**src/chwc_pkg.sv**
```systemverilog
// ----------------------------------------------------------------------------
// chwc_pkg
// Shared types and codes for the chained hash word counter.
// ----------------------------------------------------------------------------
`default_nettype none

package chwc_pkg;

    localparam int unsigned HASH_W   = 32;
    localparam int unsigned COUNT_W  = 24;
    localparam int unsigned CFG_W    = 13;
    localparam logic [31:0] HASH_MULT = 32'd239;
    localparam int unsigned DIV_STEPS = 32;
    localparam int unsigned DIV_CNT_W = 5;

    typedef enum logic [1:0] {
        OP_ADD   = 2'd0,
        OP_ERASE = 2'd1,
        OP_COUNT = 2'd2,
        OP_SPARE = 2'd3
    } opcode_t;

    typedef enum logic [2:0] {
        ST_INSERTED  = 3'd0,
        ST_INCREMENT = 3'd1,
        ST_ABSENT    = 3'd2,
        ST_ZERO      = 3'd3,
        ST_COUNTED   = 3'd4,
        ST_POOL_FULL = 3'd5
    } status_t;

    typedef struct packed {
        logic [1:0] opcode;
        logic [7:0] char_code;
        logic       last_char;
    } in_word_t;

    typedef struct packed {
        status_t              status;
        logic [COUNT_W-1:0]   occurrences;
    } out_word_t;

endpackage

`default_nettype wire

```
**src/chwc_divider.sv**
```systemverilog
// ----------------------------------------------------------------------------
// chwc_divider
// Restoring divider, one quotient bit per cycle; returns the remainder only.
// ----------------------------------------------------------------------------
`default_nettype none

module chwc_divider #(
    parameter int unsigned DW = 13
) (
    input  wire logic                            clk,
    input  wire logic                            rst_n,
    input  wire logic                            start,
    input  wire logic [chwc_pkg::HASH_W-1:0]     dividend,
    input  wire logic [DW-1:0]                   divisor,
    output logic                                 done,
    output logic [DW-1:0]                        remainder
);

    logic [chwc_pkg::HASH_W-1:0]  quo_reg;
    logic [DW-1:0]                rem_reg;
    logic [chwc_pkg::DIV_CNT_W-1:0] cnt_reg;
    logic                         busy_reg;
    logic                         done_reg;
    logic [DW:0]                  trial;
    logic [DW-1:0]                rem_next;

    always_comb
    begin
        trial = {rem_reg, quo_reg[chwc_pkg::HASH_W-1]};
        if (trial >= {1'b0, divisor})
        begin
            rem_next = DW'(trial - {1'b0, divisor});
        end
        else
        begin
            rem_next = trial[DW-1:0];
        end
    end

    always_ff @(posedge clk or negedge rst_n)
    begin
        if (!rst_n)
        begin
            busy_reg <= 1'b0;
            done_reg <= 1'b0;
            cnt_reg  <= '0;
        end
        else
        begin
            done_reg <= 1'b0;
            if (start)
            begin
                busy_reg <= 1'b1;
                cnt_reg  <= '0;
            end
            else if (busy_reg)
            begin
                cnt_reg <= cnt_reg + 1'b1;
                if (cnt_reg == chwc_pkg::DIV_CNT_W'(chwc_pkg::DIV_STEPS - 1))
                begin
                    busy_reg <= 1'b0;
                    done_reg <= 1'b1;
                end
            end
        end
    end

    always_ff @(posedge clk)
    begin
        if (start)
        begin
            quo_reg <= dividend;
            rem_reg <= '0;
        end
        else if (busy_reg)
        begin
            quo_reg <= {quo_reg[chwc_pkg::HASH_W-2:0], 1'b0};
            rem_reg <= rem_next;
        end
    end

    assign done      = done_reg;
    assign remainder = rem_reg;

endmodule

`default_nettype wire
```
**config.mk**
```make
export PLATFORM = sky130hd
export DESIGN_NAME = chwc_divider
export DESIGN_NICKNAME = d
export VERILOG_FILES = /design/src/chwc_pkg.sv /design/src/chwc_divider.sv
export SDC_FILE = /design/constraint.sdc
export NUM_CORES = 1
export LEC_CHECK = 0
export BUFFER_PORTS_ARGS = -buffer_cell sky130_fd_sc_hd__buf_2
export CAP_MARGIN = 10
export CORE_MARGIN = 3
export CORE_UTILIZATION = 45
export CTS_BUF_LIST = sky130_fd_sc_hd__clkbuf_2
export CTS_CLUSTER_DIAMETER = 120
export DETAILED_ROUTE_END_ITERATION = 8
export PLACE_DENSITY = 0.67
export SLEW_MARGIN = 20
export SYNTH_ARGS = -nofsm -noshare
export SYNTH_HDL_FRONTEND = slang
export SYNTH_SLANG_ARGS = --single-unit
```
**constraint.sdc**
```tcl
create_clock -name clk -period 5.9 [get_ports clk]
set_clock_uncertainty 0.1 [all_clocks]
set_input_delay 0.885 -clock clk [delete_from_list [all_inputs] [get_ports clk]]
set_output_delay 0.885 -clock clk [all_outputs]
set_load 0.01 [all_outputs]
```
==> metrics.txt <==
reg-to-reg endpoint remainder[12]$_SDFFE_PP0P_; CTS root buffer clkbuf_2; Synth Register Bits 52; cts hold-fix bufs 0; global-route wire length before repair 9873 um; CP Class in2reg; leak pwr 1.528 nW; power per cell area 348.2 nW/um^2; number of remaining DRC errors 0; YS warnings 0; Synthesized Nets 341; worst path required time 6150 ps; PortBufs 61; RSZ-0062 raised after global routing no; Worst-Margin Slew 599.7 ps; CP top delay family simple AND/OR/NAND/NOR gates; Via density 5.438; Yosys cell types 59; combinational share of power 46.6%; Layout Cell Area excl Fill 3482 um^2; average routed wire per standard cell 15.37 um; post-CTS setup buffers 0; critical path's slowest cell or4_1; Synth Flop Type edfxtp_1; clock latency on the worst-skew pair 420 ps; area of the multi-input gates 1534 um^2; nets 399; total global-route track usage 16.15%; TritonCTS clock tree built; Synth async-reset ratio 13.46%; Post-Synthesis Cells 277; Initial DRC Count 111; ANT cells 0; status complete, no violations; Max-Cap Viols 0; CTS H-Tree Depth 2; Post-synth EDFFs 32; gr ovfl total 0; Final min period 2761 ps; Setup TNS 0 ps; # IOs 62; fin crit share 46.80%; vias in the first global route 2,029; Reg area 1396 um^2; slew margin rel. 60.02%; CP Buf/Inv Count 2; DRT Pass-1 Iters 4; internal power 0.7203 mW; DPL Wire Length 4639 um; post-synthesis sequential area ratio 44.57%; part of the power in registers 41.3%; Die Height 89.44 um; Filler cells 603; worst-path cell chain buf_2, inv_1, ha_1, a21oi_1, a21oi_2, or4_1, o31ai_2, mux2_2, nor4_2; total power after layout 1.213 mW; worst vdd ir 0.0001410 V; startpoint types input port; Slew Viols, Final 0; DR vias 2,246; Setup violations, final 0; Net Sw Frac 40.59%; Max FO, Critical Path 8; Hold Crit Class in2async; Routed WL 6346 um; CP Capture Type register; final number of hold-violating endpoints 0; syn avg cell area 11.31 um^2; Row Count 29; clock network power share 12.1%; R2R setup slack 3290 ps; post-cts resize count 0; Placer Congestion 0.8367; layout cells sized above 1 37.50%; R2R depth 7; Post-DP Area 3433 um^2; worst r2r src remainder[7]$_SDFFE_PP0P_; CTS max path bufs 2; Sinks on Clock Net 52; CP Data Arrival Time 3010 ps; clk slew on worst S/H paths 260 ps; largest net degree at the start of global routing 49; Net Sw Power 0.4922 mW; fmax 0.3621 GHz; Starting Density 47.97%; Die W 89.44 um; Final ANT Viol Nets 0; Core Box Area 6531 um^2; Post-Syn Area 3133 um^2; initial antenna violation count 0; clock buffer count from CTS 5; area growth from synthesis to layout 11.14%; delay of the slowest cell on the worst path 430 ps; Die Area 8000 um^2; max reg flops 32
worst max-delay path by stage:
stage                            from                          to  depth (start not counted)
final                      divisor[8]  remainder[12]$_SDFFE_PP0P_                          9
after global routing      divisor[12]   remainder[0]$_SDFFE_PP0P_                          9
after CTS                  divisor[4]   remainder[9]$_SDFFE_PP0P_                          9
after detailed placement   divisor[4]   remainder[9]$_SDFFE_PP0P_                          9
after global placement     divisor[8]  remainder[12]$_SDFFE_PP0P_                          9
after floorplan            divisor[8]  remainder[12]$_SDFFE_PP0P_                          8
Yosys cell counts, drive strengths merged (5+ instances only):
cell type	number	area share (%)
edfxtp	32	31
a21oi	12	2.0
o211ai	5	1.4
inv	20	2.4
nor2	22	2.9
nand3	9	1.6
clkbuf	6	2.0
buf	7	2.0
mux2	33	12
dfxtp	13	8.3
xor2	5	1.4
ha	15	6.0
nand2	23	3.0
a311oi	8	3.2
o21ai	10	1.6
dfrtp	7	5.6
metal layers:
metal	vias up	part of all wire [%]	GRT usage (%)
met5	-	0	0
met4	0	0.46	3.518
met3	4	3.8	3.041
met2	45	48	25.59
met1	1056	48	23.14
li1	1141	-	-
power by group through the flow:
| stage | clock network [mW] | registers [mW] | logic, mW |
|---|---|---|---|
| after floorplan | 0 | 0.509 | 0.432 |
| after global placement | 0 | 0.509 | 0.554 |
| after detailed placement | 0 | 0.509 | 0.559 |
| after CTS | 0.151 | 0.501 | 0.563 |
| after global routing | 0.169 | 0.508 | 0.630 |
| final | 0.147 | 0.501 | 0.565 |
logic make-up after synthesis:
group	share of synthesized area [%]
simple gates	12.58
compound gates	14.42
flops	44.57
mux	12.82
buf+inv	6.469
fa+ha+maj	6.629
xor+xnor	2.516
stage by stage:
stage	instances	hold slack, ps	utilization (%)	worst slack (ps)
CTS	413	124.2	53.31	3216
detailed placement	405	417.3	52.57	2748
floorplan	277	392.8	-	3003
finish	413	133.4	53.31	3139
global placement	405	411.1	52.57	2779
global route	413	85.58	53.31	3075
area by class of cell:
type                    instances  area share (%)
multi-input cells             191           44.05
clock buffers                   5          0.7186
repair buffers                 64           9.414
well taps                      77           2.767
inverters                      21           2.264
clock inverters                 3          0.6827
flip-flops and latches         52           40.10
cell usage in the layout (no fill, tap or decap), drive strengths merged, types with 3 or more instances in the layout:
cell type,synthesis,routed
buf,7,64
mux2,33,33
edfxtp,32,32
nand2,23,23
nor2,22,22
inv,20,20
ha,15,15
dfxtp,13,13
a21oi,12,12
o21ai,10,10
nand3,9,9
a311oi,8,8
dfrtp,7,7
xor2,5,5
clkbuf,6,5
o211ai,5,5
and3,4,4
xnor2,4,4
mux2i,3,3
nor3,3,3
No activity file was read; power rests on OpenSTA's default activity.
